===== config.mk =====
export PLATFORM = sky130hd
export DESIGN_NAME = bitmap_slot_allocator
export DESIGN_NICKNAME = d
export VERILOG_FILES = /design/src/hdl/bsa_pkg.sv /design/src/hdl/bsa_map.sv /design/src/hdl/bsa_unit.sv /design/src/hdl/bitmap_slot_allocator.sv
export VERILOG_INCLUDE_DIRS = /design/src /design/src/hdl
export SDC_FILE = /design/constraint.sdc
export NUM_CORES = 1
export LEC_CHECK = 0
export BUFFER_PORTS_ARGS = -buffer_cell sky130_fd_sc_hd__buf_2
export CORE_MARGIN = 8
export CORE_UTILIZATION = 30
export CTS_CLUSTER_SIZE = 12
export DETAILED_ROUTE_END_ITERATION = 8
export SYNTH_ARGS = -nofsm -noshare
export SYNTH_HDL_FRONTEND = slang
export SYNTH_HIERARCHICAL = 1
export SYNTH_SLANG_ARGS = --single-unit
export TNS_END_PERCENT = 5

===== constraint.sdc =====
create_clock -name clk_i -period 11.4 [get_ports clk_i]
set_input_delay 1.14 -clock clk_i [delete_from_list [all_inputs] [get_ports clk_i]]
set_output_delay 1.14 -clock clk_i [all_outputs]
set_load 0.005 [all_outputs]

===== src/hdl/bitmap_slot_allocator_assert.svh =====
// assertion macros for the slot allocator rtl
`ifndef BITMAP_SLOT_ALLOCATOR_ASSERT_SVH
`define BITMAP_SLOT_ALLOCATOR_ASSERT_SVH

// consequent must hold in the same cycle as the antecedent
`define BSA_ASSERT_NOW(lbl, ante, cons, msg) \
  lbl: assert property (@(posedge clk_i) disable iff (!rst_ni) (ante) |-> (cons)) \
    else $error(msg);

// consequent must hold in the cycle after the antecedent
`define BSA_ASSERT_NEXT(lbl, ante, cons, msg) \
  lbl: assert property (@(posedge clk_i) disable iff (!rst_ni) (ante) |=> (cons)) \
    else $error(msg);

`endif


===== src/hdl/bsa_pkg.sv =====
// shared widths and constants for the slot allocator
`timescale 1ns / 1ps

package bsa_pkg;

  localparam int WordBits = 32;
  localparam int BitW     = 5;
  localparam int SlotW    = 17;
  localparam int BaseW    = 16;

  localparam logic [WordBits-1:0] MaskHalf   = 32'h0000_FFFF;
  localparam logic [WordBits-1:0] MaskByte   = 32'h0000_00FF;
  localparam logic [WordBits-1:0] MaskNibble = 32'h0000_000F;
  localparam logic [WordBits-1:0] MaskPair   = 32'h0000_0003;
  localparam logic [WordBits-1:0] MaskBit    = 32'h0000_0001;
  localparam logic [WordBits-1:0] WordAllOne = 32'hFFFF_FFFF;

endpackage


===== src/hdl/bsa_map.sv =====
// free map storage: one word per read, one word per write, per-word valid bits
`timescale 1ns / 1ps

module bsa_map #(
  parameter int MAP_WORDS = 8,
  parameter int ADDR_W    = 3
) (
  input  logic                          clk_i,
  input  logic                          rst_ni,
  input  logic                          rd_en_i,
  input  logic [ADDR_W-1:0]             rd_addr_i,
  output logic [bsa_pkg::WordBits-1:0]  rd_word_o,
  input  logic                          wr_en_i,
  input  logic [ADDR_W-1:0]             wr_addr_i,
  input  logic [bsa_pkg::WordBits-1:0]  wr_word_i
);
  import bsa_pkg::*;

  logic [WordBits-1:0]  mem [MAP_WORDS];
  logic [MAP_WORDS-1:0] valid_q;
  logic [WordBits-1:0]  rd_data_q;
  logic                 rd_valid_q;

  always_ff @(posedge clk_i) begin
    if (wr_en_i) begin
      mem[wr_addr_i] <= wr_word_i;
    end
    if (rd_en_i) begin
      rd_data_q <= mem[rd_addr_i];
    end
  end

  // a word never written reads as all ones: all slots free
  always_ff @(posedge clk_i or negedge rst_ni) begin
    if (!rst_ni) begin
      valid_q    <= '0;
      rd_valid_q <= 1'b0;
    end else begin
      if (wr_en_i) begin
        valid_q[wr_addr_i] <= 1'b1;
      end
      if (rd_en_i) begin
        rd_valid_q <= valid_q[rd_addr_i];
      end
    end
  end

  assign rd_word_o = rd_valid_q ? rd_data_q : WordAllOne;

endmodule


===== src/hdl/bsa_unit.sv =====
// shared datapath: lowest set bit finder and one add/subtract
`timescale 1ns / 1ps

module bsa_unit (
  input  logic [bsa_pkg::WordBits-1:0] word_i,
  input  logic [bsa_pkg::SlotW-1:0]    add_a_i,
  input  logic [bsa_pkg::SlotW-1:0]    add_b_i,
  input  logic                         sub_i,
  output logic                         nonzero_o,
  output logic [bsa_pkg::BitW-1:0]     lsb_o,
  output logic [bsa_pkg::SlotW:0]      sum_o
);
  import bsa_pkg::*;

  function automatic logic [BitW-1:0] lowest_set(input logic [WordBits-1:0] w);
    logic [WordBits-1:0] x;
    logic [BitW-1:0]     c;
    x = w;
    c = '0;
    if ((x & MaskHalf) == '0) begin
      c[4] = 1'b1;
      x    = x >> 16;
    end
    if ((x & MaskByte) == '0) begin
      c[3] = 1'b1;
      x    = x >> 8;
    end
    if ((x & MaskNibble) == '0) begin
      c[2] = 1'b1;
      x    = x >> 4;
    end
    if ((x & MaskPair) == '0) begin
      c[1] = 1'b1;
      x    = x >> 2;
    end
    if ((x & MaskBit) == '0) begin
      c[0] = 1'b1;
    end
    return c;
  endfunction

  logic [SlotW:0] b_ext;

  assign nonzero_o = (word_i != '0);
  assign lsb_o     = lowest_set(word_i);

  // subtract as add of the inverted operand; bit 17 set means a borrow
  assign b_ext = sub_i ? ~{1'b0, add_b_i} : {1'b0, add_b_i};
  assign sum_o = {1'b0, add_a_i} + b_ext + {{SlotW{1'b0}}, sub_i};

endmodule


===== src/hdl/bitmap_slot_allocator.sv =====
// top level: sequencer, config register and result registers of the slot allocator
`timescale 1ns / 1ps
`include "bitmap_slot_allocator_assert.svh"

// Bitmap slot allocator. A request is taken when start is high and busy is low;
// func_i = 0 allocates the lowest free slot of the first non-empty map word,
// func_i = 1 releases free_slot_i. Exactly one result comes back per request,
// shown for a single cycle with done_o high; the receiver cannot hold it off.
// The map is read one 32-bit word per cycle through a single read port. An
// allocate scans words from word 0 until one has a free slot or the last word
// is read. A release checks the slot against base and the map size, then reads,
// modifies and writes back its word, or ends after the check when out of range.
// No clearing pass follows reset. base_index sits at byte address 0; the user
// must write it only while the block is idle, which the block does not enforce.
module bitmap_slot_allocator #(
  parameter int SLOT_COUNT = 256
) (
  input  logic                      clk_i,
  input  logic                      rst_ni,
  // request side
  input  logic                      start,
  output logic                      busy,
  input  logic                      func_i,
  input  logic [bsa_pkg::SlotW-1:0] free_slot_i,
  // result side
  output logic                      done_o,
  output logic [bsa_pkg::SlotW-1:0] slot_index_o,
  output logic                      found_o,
  output logic                      out_of_range_o,
  // configuration
  input  logic                      psel,
  input  logic                      penable,
  input  logic                      pwrite,
  input  logic [2:0]                paddr,
  input  logic [31:0]               pwdata,
  output logic [31:0]               prdata,
  output logic                      pready
);
  import bsa_pkg::*;

  localparam int MapWords = (SLOT_COUNT + WordBits - 1) / WordBits;
  localparam int MapBits  = MapWords * WordBits;
  localparam int AddrW    = (MapWords > 1) ? $clog2(MapWords) : 1;
  localparam int OffW     = AddrW + BitW;

  localparam logic [SlotW-1:0] MapBitsLim = SlotW'(MapBits);
  localparam logic [AddrW-1:0] LastWord   = AddrW'(MapWords - 1);

  localparam logic FuncAlloc  = 1'b0;
  localparam logic RegBaseIdx = 1'b0;

  localparam logic [1:0] S_IDLE = 2'd0;
  localparam logic [1:0] S_SCAN = 2'd1;
  localparam logic [1:0] S_FCHK = 2'd2;
  localparam logic [1:0] S_FWR  = 2'd3;

  logic [1:0]          state_q, state_d;
  logic [AddrW-1:0]    scan_q, scan_d;
  logic [SlotW-1:0]    slot_q, slot_d;
  logic [OffW-1:0]     off_q, off_d;
  logic [BaseW-1:0]    base_q;

  logic                done_q, done_d;
  logic [SlotW-1:0]    res_slot_q, res_slot_d;
  logic                res_found_q, res_found_d;
  logic                res_oor_q, res_oor_d;

  logic                rd_en, wr_en;
  logic [AddrW-1:0]    rd_addr, wr_addr;
  logic [WordBits-1:0] map_word, wr_word;

  logic [SlotW-1:0]    add_a, add_b;
  logic                add_sub;
  logic                word_nonzero;
  logic [BitW-1:0]     word_lsb;
  logic [SlotW:0]      sum;

  logic                accept;
  logic                cfg_wr;

  bsa_map #(
    .MAP_WORDS (MapWords),
    .ADDR_W    (AddrW)
  ) u_map (
    .clk_i     (clk_i),
    .rst_ni    (rst_ni),
    .rd_en_i   (rd_en),
    .rd_addr_i (rd_addr),
    .rd_word_o (map_word),
    .wr_en_i   (wr_en),
    .wr_addr_i (wr_addr),
    .wr_word_i (wr_word)
  );

  bsa_unit u_unit (
    .word_i    (map_word),
    .add_a_i   (add_a),
    .add_b_i   (add_b),
    .sub_i     (add_sub),
    .nonzero_o (word_nonzero),
    .lsb_o     (word_lsb),
    .sum_o     (sum)
  );

  assign busy   = (state_q != S_IDLE);
  assign accept = start && !busy;

  // the adder offsets a release by base, or adds base to a granted position
  always_comb begin
    if (state_q == S_FCHK) begin
      add_a   = slot_q;
      add_b   = {1'b0, base_q};
      add_sub = 1'b1;
    end else begin
      add_a   = {1'b0, base_q};
      add_b   = SlotW'({scan_q, word_lsb});
      add_sub = 1'b0;
    end
  end

  always_comb begin
    state_d     = state_q;
    scan_d      = scan_q;
    slot_d      = slot_q;
    off_d       = off_q;
    done_d      = 1'b0;
    res_slot_d  = '0;
    res_found_d = 1'b0;
    res_oor_d   = 1'b0;
    rd_en       = 1'b0;
    rd_addr     = scan_q;
    wr_en       = 1'b0;
    wr_addr     = scan_q;
    wr_word     = map_word;
    unique case (state_q)
      S_IDLE: begin
        if (accept) begin
          slot_d = free_slot_i;
          if (func_i == FuncAlloc) begin
            rd_en   = 1'b1;
            rd_addr = '0;
            scan_d  = '0;
            state_d = S_SCAN;
          end else begin
            state_d = S_FCHK;
          end
        end
      end
      S_SCAN: begin
        if (word_nonzero) begin
          wr_en       = 1'b1;
          wr_addr     = scan_q;
          wr_word     = map_word & ~(WordBits'(1) << word_lsb);
          done_d      = 1'b1;
          res_slot_d  = sum[SlotW-1:0];
          res_found_d = 1'b1;
          state_d     = S_IDLE;
        end else if (scan_q == LastWord) begin
          done_d  = 1'b1;
          state_d = S_IDLE;
        end else begin
          scan_d  = scan_q + AddrW'(1);
          rd_en   = 1'b1;
          rd_addr = scan_q + AddrW'(1);
        end
      end
      S_FCHK: begin
        // borrow means below base; otherwise compare against the map size
        if (sum[SlotW] || (sum[SlotW-1:0] >= MapBitsLim)) begin
          done_d    = 1'b1;
          res_oor_d = 1'b1;
          state_d   = S_IDLE;
        end else begin
          off_d   = sum[OffW-1:0];
          rd_en   = 1'b1;
          rd_addr = sum[OffW-1:BitW];
          state_d = S_FWR;
        end
      end
      S_FWR: begin
        wr_en   = 1'b1;
        wr_addr = off_q[OffW-1:BitW];
        wr_word = map_word | (WordBits'(1) << off_q[BitW-1:0]);
        done_d  = 1'b1;
        state_d = S_IDLE;
      end
      default: begin
        state_d = S_IDLE;
      end
    endcase
  end

  always_ff @(posedge clk_i or negedge rst_ni) begin
    if (!rst_ni) begin
      state_q <= S_IDLE;
      scan_q  <= '0;
      done_q  <= 1'b0;
    end else begin
      state_q <= state_d;
      scan_q  <= scan_d;
      done_q  <= done_d;
    end
  end

  always_ff @(posedge clk_i) begin
    slot_q <= slot_d;
    off_q  <= off_d;
    if (done_d) begin
      res_slot_q  <= res_slot_d;
      res_found_q <= res_found_d;
      res_oor_q   <= res_oor_d;
    end
  end

  // configuration register
  assign cfg_wr = psel && penable && pwrite && pready;
  assign pready = 1'b1;

  always_ff @(posedge clk_i or negedge rst_ni) begin
    if (!rst_ni) begin
      base_q <= '0;
    end else if (cfg_wr && (paddr[2] == RegBaseIdx)) begin
      base_q <= pwdata[BaseW-1:0];
    end
  end

  assign prdata = (paddr[2] == RegBaseIdx) ? {{(32 - BaseW){1'b0}}, base_q} : '0;

  assign done_o         = done_q;
  assign slot_index_o   = res_slot_q;
  assign found_o        = res_found_q;
  assign out_of_range_o = res_oor_q;

  `BSA_ASSERT_NOW(a_flags_exclusive, done_o, !(found_o && out_of_range_o), "found with range error")
  `BSA_ASSERT_NOW(a_miss_zero_slot, done_o && !found_o, slot_index_o == '0, "slot without grant")
  `BSA_ASSERT_NEXT(a_accept_busy, accept, busy, "request did not start work")
  `BSA_ASSERT_NEXT(a_hit_grants, (state_q == S_SCAN) && word_nonzero, done_o && found_o, "hit not granted")
  `BSA_ASSERT_NOW(a_end_result, $fell(busy), done_o, "work ended without result")

endmodule

==> metrics, run 1 <==
status completed; GRT overflow 0; fraction of registers with async set/reset roughly 8.5%; Cell Pwr Density 197 nW/um^2; P_leak ~0.0063 uW; Psw between 900 and 1000 uW; drt pass-1 iters 6; Req. time, crit path about 12 ns; Placement Rows 85; Via density around 4.8; Gate Count Post-Synth just under 1000; clock share of power 31.1%; CTS tree yes; fin crit share ~83%; DP Cell Count approximately 1700; fin crit period 9.44 ns; Hold Crit Class reg2reg; fin area around 19000 um^2; Yosys cell types 62; Syn. warnings 6; maximum VDD drop around 0.000099 V; commonest non-fill, non-tap cells in the layout edfxtp_1 (332), o21ai_0 (78), buf_2 (77); synthesis-to-layout area growth 14.3%; max-cap viol count 0; Setup Buffers After CTS 0; worst-margin pin slew roughly 1.0 ns; kind of critical path reg2reg; post-synthesis sequential area ratio 66.2%; Clock Tree Root clkbuf_16; Ant. Diodes 0; initial detailed-routing violation count between 700 and 800; Clock transition at path regs ~0.060 ns; post-detailed-route wirelength per cell 19.9 um; Mapped Avg Cell Area around 16 um^2; final hold violations 0; initial antenna violation count 0; non-filler cells, final 1795; relative slew slack a little under a third; Routed WL roughly 36000 um; WP data arrival 9.72 ns; Setup violations, final 0; top cells by area, synth edfxtp_1 (61%), mux4_2 (7.5%), dfrtp_1 (4.8%); CP max stage delay slightly below 0.9 ns; most common cell after layout, fill and taps aside edfxtp_1; maximum clock insertion buffer count 3; vias in the first global route 9028; Max FO, Critical Path 22; CTS buffer count 38; largest net degree at the start of global routing 66; Seq cells post-synth ~360; Sequential Power Share between 40% and 50%; hold slack between 0.4 and 0.5 ns; Top Ports ~110; routability cong. around 0.87; crit end category register; Clock Sinks about 360; Layout Nets roughly 1200; number of synthesized flops with an enable pin approximately 330; RSZ-0062 raised after global routing false; H-Tree Depth 2; crit start category register; Initial Util between 30% and 40%; Die Area 61800 um^2; Layout Skew ~0.019 ns; DIE HEIGHT about 250 um; switching share of power 27.4%; Combinational Power Share 22.1%; DR vias between 8000 and 9000; Crit-path slowest cell dfrtp_1; largest area contributor in the netlist edfxtp_1; # DRC 0; layout cells sized above 1 ~28%; Max Slew Vio Count 0; DIE WIDTH between 200 and 250 um; Synth Flop Type edfxtp_1; Mapped Area approximately 16000 um^2; setup_tns 0 ns; first-pass GRT wire length 54800 um; design internal power between 2000 and 3000 uW; Max Fclk roughly 0.11 GHz; placed instance area ~17000 um^2; CTS Hold Buffers Added 0; post-DP HPWL between 20000 and 25000 um; Core Region approximately 54000 um^2; total track usage 11.3%; Yosys top cell area share 61.4%; Port Buf Inserts a little under 80; Post-DRT Antenna Nets 0; Clk Latency, worst-skew pair approximately 0.53 ns; post-cts gate resize count 0
==> metrics by stage <==
step	power, uW	setup WS, ns	util [%]
6_report	3650	1.96	34.6
5_1_grt	3820	1.43	34.6
4_1_cts	3690	1.95	34.6
3_5_place_dp	2550	1.97	32.5
3_3_place_gp	2530	2.02	32.5
2_1_floorplan	2310	4.02	-
==> cells in the mapped netlist, types with 4 or more instances <==
| library cell | number |
|---|---|
| edfxtp_1 | 332 |
| ha_1 | 17 |
| o21ai_0 | 79 |
| a21oi_1 | 29 |
| nand3_1 | 8 |
| buf_1 | 7 |
| mux4_1 | 11 |
| mux2i_1 | 10 |
| nor2b_1 | 23 |
| buf_4 | 21 |
| mux4_2 | 54 |
| nand4b_1 | 5 |
| xor2_1 | 20 |
| buf_2 | 8 |
| nor2_1 | 27 |
| and2_1 | 28 |
| nand2_1 | 30 |
| inv_1 | 13 |
| xnor2_1 | 10 |
| or2_2 | 12 |
| nand2b_1 | 42 |
| o21a_1 | 6 |
| dfrtp_1 | 31 |
| a21o_1 | 7 |
| or4_1 | 5 |
| clkbuf_1 | 16 |
| nor3_1 | 9 |
| mux2_2 | 57 |
| mux2_4 | 17 |
| a31oi_1 | 4 |
==> state kept, by name (all words and copies together), names as in the netlist <==
name,flops
base_q,16
done_o,1
found_o,1
off_q,8
out_of_range_o,1
scan_q,3
slot_index_o,17
slot_q,17
state_q,2
u_map/mem,256
u_map/rd_data_q,32
u_map/rd_valid_q,1
u_map/valid_q,8
==> layer usage <==
layer / up-vias / track usage, % / share of wire (%) / wire [um]
met3: 51 / 1.88 / 4.7 / 1680
met5: - / 0 / 0 / 0
met2: 199 / 19.2 / 49 / 17700
li1: 3987 / - / - / -
met1: 4453 / 14.7 / 44 / 15600
met4: 0 / 3.21 / 2.1 / 767
==> worst max-delay path: cells and delay by family (launching register included) <==
kind	cells	cell delay (ns)
AND/OR/NAND/NOR	8	3.21
AO/OA/AOI/OAI	9	2.38
multiplexers	5	1.78
flip-flops	1	0.88
buffers and inverters	1	0.42
adder cells (fa/ha/maj)	1	0.29
XOR/XNOR	1	0.19
==> logic make-up after synthesis <==
family	synth area share, %
compound gates	5.11
xor+xnor	1.62
fa+ha+maj	1.43
buf+inv	2.53
flops	66.2
mux	15.4
other cells	0.0462
simple gates	7.70
==> worst paths after layout <==
kind | from | endpoint | slack [ns] | cells after the start
max in group asynchronous | rst_ni | u_map/valid_q[4] | 10.19 | 1
hold / removal | u_map/valid_q[0] | u_map/valid_q[0] | 0.47 | 1
hold reg to reg | u_map/valid_q[0] | u_map/valid_q[0] | 0.47 | 1
setup / recovery | u_map/rd_valid_q | u_map/rd_data_q[11] | 1.96 | 25
min in group asynchronous | rst_ni | base_q[15] | 0.71 | 1
setup reg to reg | u_map/rd_valid_q | u_map/rd_data_q[11] | 1.96 | 25
==> power by group through the flow <==
| stage | Clock (uW) | Sequential (uW) | Combinational (uW) |
|---|---|---|---|
| 2_1_floorplan | 0 | 1700 | 609 |
| 4_1_cts | 1160 | 1710 | 816 |
| 5_1_grt | 1210 | 1720 | 885 |
| 3_3_place_gp | 0 | 1730 | 796 |
| 6_report | 1140 | 1710 | 806 |
| 3_5_place_dp | 0 | 1730 | 811 |
==> final cells by class <==
type                            instances  area (um^2)
Tap cell                              696          871
Multi-Input combinational cell        571         5260
Fill cell                            5037        35100
Sequential cell                       363        10700
Clock buffer                           47         1020
Inverter                               13         48.8
Clock inverter                         11          100
Timing Repair Buffer                   94          526
Note: power is estimated with default switching activity, not from simulation.
==> run 2: changes to the inputs <==
--- a/config.mk
+++ b/config.mk
@@ -6,6 +6,7 @@
 export SDC_FILE = /design/constraint.sdc
 export NUM_CORES = 1
 export LEC_CHECK = 0
+export ABC_AREA = 1
 export BUFFER_PORTS_ARGS = -buffer_cell sky130_fd_sc_hd__buf_2
 export CORE_MARGIN = 8
 export CORE_UTILIZATION = 30
==> constraint.sdc (replaced) <==
create_clock -name clk_i -period 9.65 [get_ports clk_i]
set_input_delay 0.965 -clock clk_i [delete_from_list [all_inputs] [get_ports clk_i]]
set_output_delay 0.965 -clock clk_i [all_outputs]
set_load 0.005 [all_outputs]
==> metrics, run 2 <==
worst-margin pin slew 1.10 ns; Post-DRT Antenna Nets 0; Setup Buffers After CTS 0; maximum VDD drop about 0.00012 V; Gate Count Post-Synth approximately 1600; Placement Rows 86; Max FO, Critical Path approximately 130; RSZ-0062 raised after global routing false; crit end category register; Syn. warnings 6; Clk Latency, worst-skew pair around 0.54 ns; Die Area around 64000 um^2; Biggest register u_map/mem; Total Power just over 4000 uW; H-Tree Depth 2; non-filler cells, final between 2000 and 2500; Mapped Avg Cell Area 10.4 um^2; CP max stage delay between 0.5 and 0.6 ns; total track usage between 10% and 20%; Port Buf Inserts 77; kind of critical path reg2reg; max reg flops 256; Max Slew Vio Count 0; Clock Sinks ~360; Mapped Area 16800 um^2; maximum clock insertion buffer count 3; synthesis-to-layout area growth 13.0%; final hold violations 0; crit start category register; Seq cells post-synth 363; biggest regs u_map/mem x256, u_map/rd_data_q x32; Clock Tree Root clkbuf_16; Hold Crit Class reg2reg; post-synthesis sequential area ratio 64.0%; P_leak just over 0.007 uW; drt pass-1 iters 5; status completed; design internal power roughly 2900 uW; CTS buffer count 40; post-DP HPWL 25000 um; fraction of registers with async set/reset approximately 8.5%; Synth Flop Type edfxtp_1; largest area contributor in the netlist edfxtp_1; CTS Hold Buffers Added 0; Psw between 1000 and 1500 uW; Setup violations, final 0; initial antenna violation count 2; largest net degree at the start of global routing approximately 130; post-cts gate resize count 0; Buf/Inv on CP 5; Req. time, crit path around 10 ns; Clock transition at path regs 0.06 ns; post-detailed-route wirelength per cell around 17 um; reg2reg end u_map/rd_data_q[12]; Yosys cell types between 40 and 50; DIE HEIGHT between 200 and 300 um; Worst path depth 39; Worst R2R Start u_map/rd_valid_q; Crit-path slowest cell clkinv_1; Combinational Power Share approximately 20%; Max Fclk 0.125 GHz; Routed WL about 41000 um; GRT overflow 0; first-pass GRT wire length roughly 64000 um; Cell Pwr Density 217 nW/um^2; layout cells sized above 1 10.9%; Layout Skew around 0.02 ns; switching share of power between 20% and 30%; number of synthesized flops with an enable pin approximately 330; DP Cell Count 2376; Top Ports 113; cell mode on critical path nand2_1; Initial Util a little under a third; clock share of power about a third; initial detailed-routing violation count 832; top cells by area, synth edfxtp_1 (59%), o21ai_0 (5.8%), nor2_1 (5.8%); DIE WIDTH roughly 250 um; # DRC 0; Sequential Power Share 46.7%; Layout Nets 1747; DR vias approximately 12000; hold slack ~0.46 ns; fin crit period 7.97 ns; Core Region roughly 55000 um^2; fin crit share between 80% and 90%; Yosys top cell area share between 50% and 60%; WP data arrival about 8.4 ns; Setup crit end u_map/rd_data_q[12]; most common cell after layout, fill and taps aside edfxtp_1; commonest non-fill, non-tap cells in the layout edfxtp_1 (332), nand2_1 (258), nor2_1 (252); FF-to-FF path depth 39; CTS tree yes; vias in the first global route about 12000; cell with the most instances after synthesis edfxtp_1; max-cap viol count 0; relative slew slack a little over a quarter; Via density between 4 and 5; fillers roughly 5600; setup_tns 0 ns; Worst path top cell family by delay simple AND/OR/NAND/NOR gates; routability cong. a little under 0.9; commonest cells in the netlist edfxtp_1 (332), nor2_1 (261), nand2_1 (260); FF-to-FF setup slack 1.68 ns; CP Launch Point u_map/rd_valid_q; Ant. Diodes 0
-- run 2: cell count changes in the layout (fill, tap and decap cells not counted), sizes merged, moves of 23 or more --
| cell | change |
|---|---|
| mux4 | -65 |
| o21ai | +187 |
| mux2 | -72 |
| nor2b | -23 |
| and2 | -29 |
| nor2 | +241 |
| nand3 | +25 |
| inv | +119 |
| nand4 | +24 |
| o22ai | +32 |
| nand2b | -42 |
| nand2 | +234 |
-- run 2: final cells by class --
cell class	instances	area (um^2)	area share [%]
Clock inverter	19	133	0.699
Multi-Input combinational cell	1029	5030	26.5
Sequential cell	363	10700	56.6
Tap cell	748	936	4.93
Inverter	138	528	2.78
Clock buffer	47	1030	5.41
Timing Repair Buffer	98	568	2.99
-- run 2: worst reg2reg max path, delay by kind of cell (launching register included) --
kind | cells | cell delay [ns]
simple gates | 22 | 3.08
compound gates | 9 | 2.20
flops | 1 | 0.34
fa+ha+maj | 1 | 0.42
buf+inv | 5 | 1.53
xor+xnor | 2 | 0.26
-- run 2: power by group through the flow --
stage	clock, uW	sequential [uW]	combinational (uW)
after floorplan	0	1950	554
after global placement	0	1950	803
after detailed placement	0	1950	809
after CTS	1420	1920	814
after global routing	1470	1930	912
final	1380	1920	810
-- run 2: logic make-up after synthesis --
logic type      Yosys count  synth area share (%)
compound gates          353                  11.1
xor+xnor                 32                  1.67
fa+ha+maj                18                  1.39
buf+inv                 237                  6.89
flops                   363                  64.0
mux                       4                 0.253
other cells               2                0.0447
simple gates            604                  14.7
-- run 2: how the worst min path moves through the flow --
stage	start	endpoint	cells past startpoint
after floorplan	u_map/valid_q[6]	u_map/valid_q[6]	2
after global placement	u_map/valid_q[7]	u_map/valid_q[7]	2
after detailed placement	u_map/valid_q[2]	u_map/valid_q[2]	2
after CTS	u_map/valid_q[2]	u_map/valid_q[2]	2
after global routing	u_map/valid_q[6]	u_map/valid_q[6]	2
final	u_map/valid_q[2]	u_map/valid_q[2]	2
-- run 2: per-layer routing --
metal	vias to the layer above	wire, um	GRT usage (%)
met3	59	2670	2.64
met5	-	34	0
li1	5594	-	-
met2	371	19100	20.8
met4	4	737	3.21
met1	5616	18600	16.7
-- run 2: metrics by stage --
stage / instance area, um^2 / util [%] / setup WS, ns
after floorplan: 16800 / - / 3.24
after global placement: 17800 / 32.3 / 1.79
after detailed placement: 17800 / 32.3 / 1.73
after CTS: 19000 / 34.4 / 1.73
after global routing: 19000 / 34.4 / 0.917
final: 19000 / 34.4 / 1.68
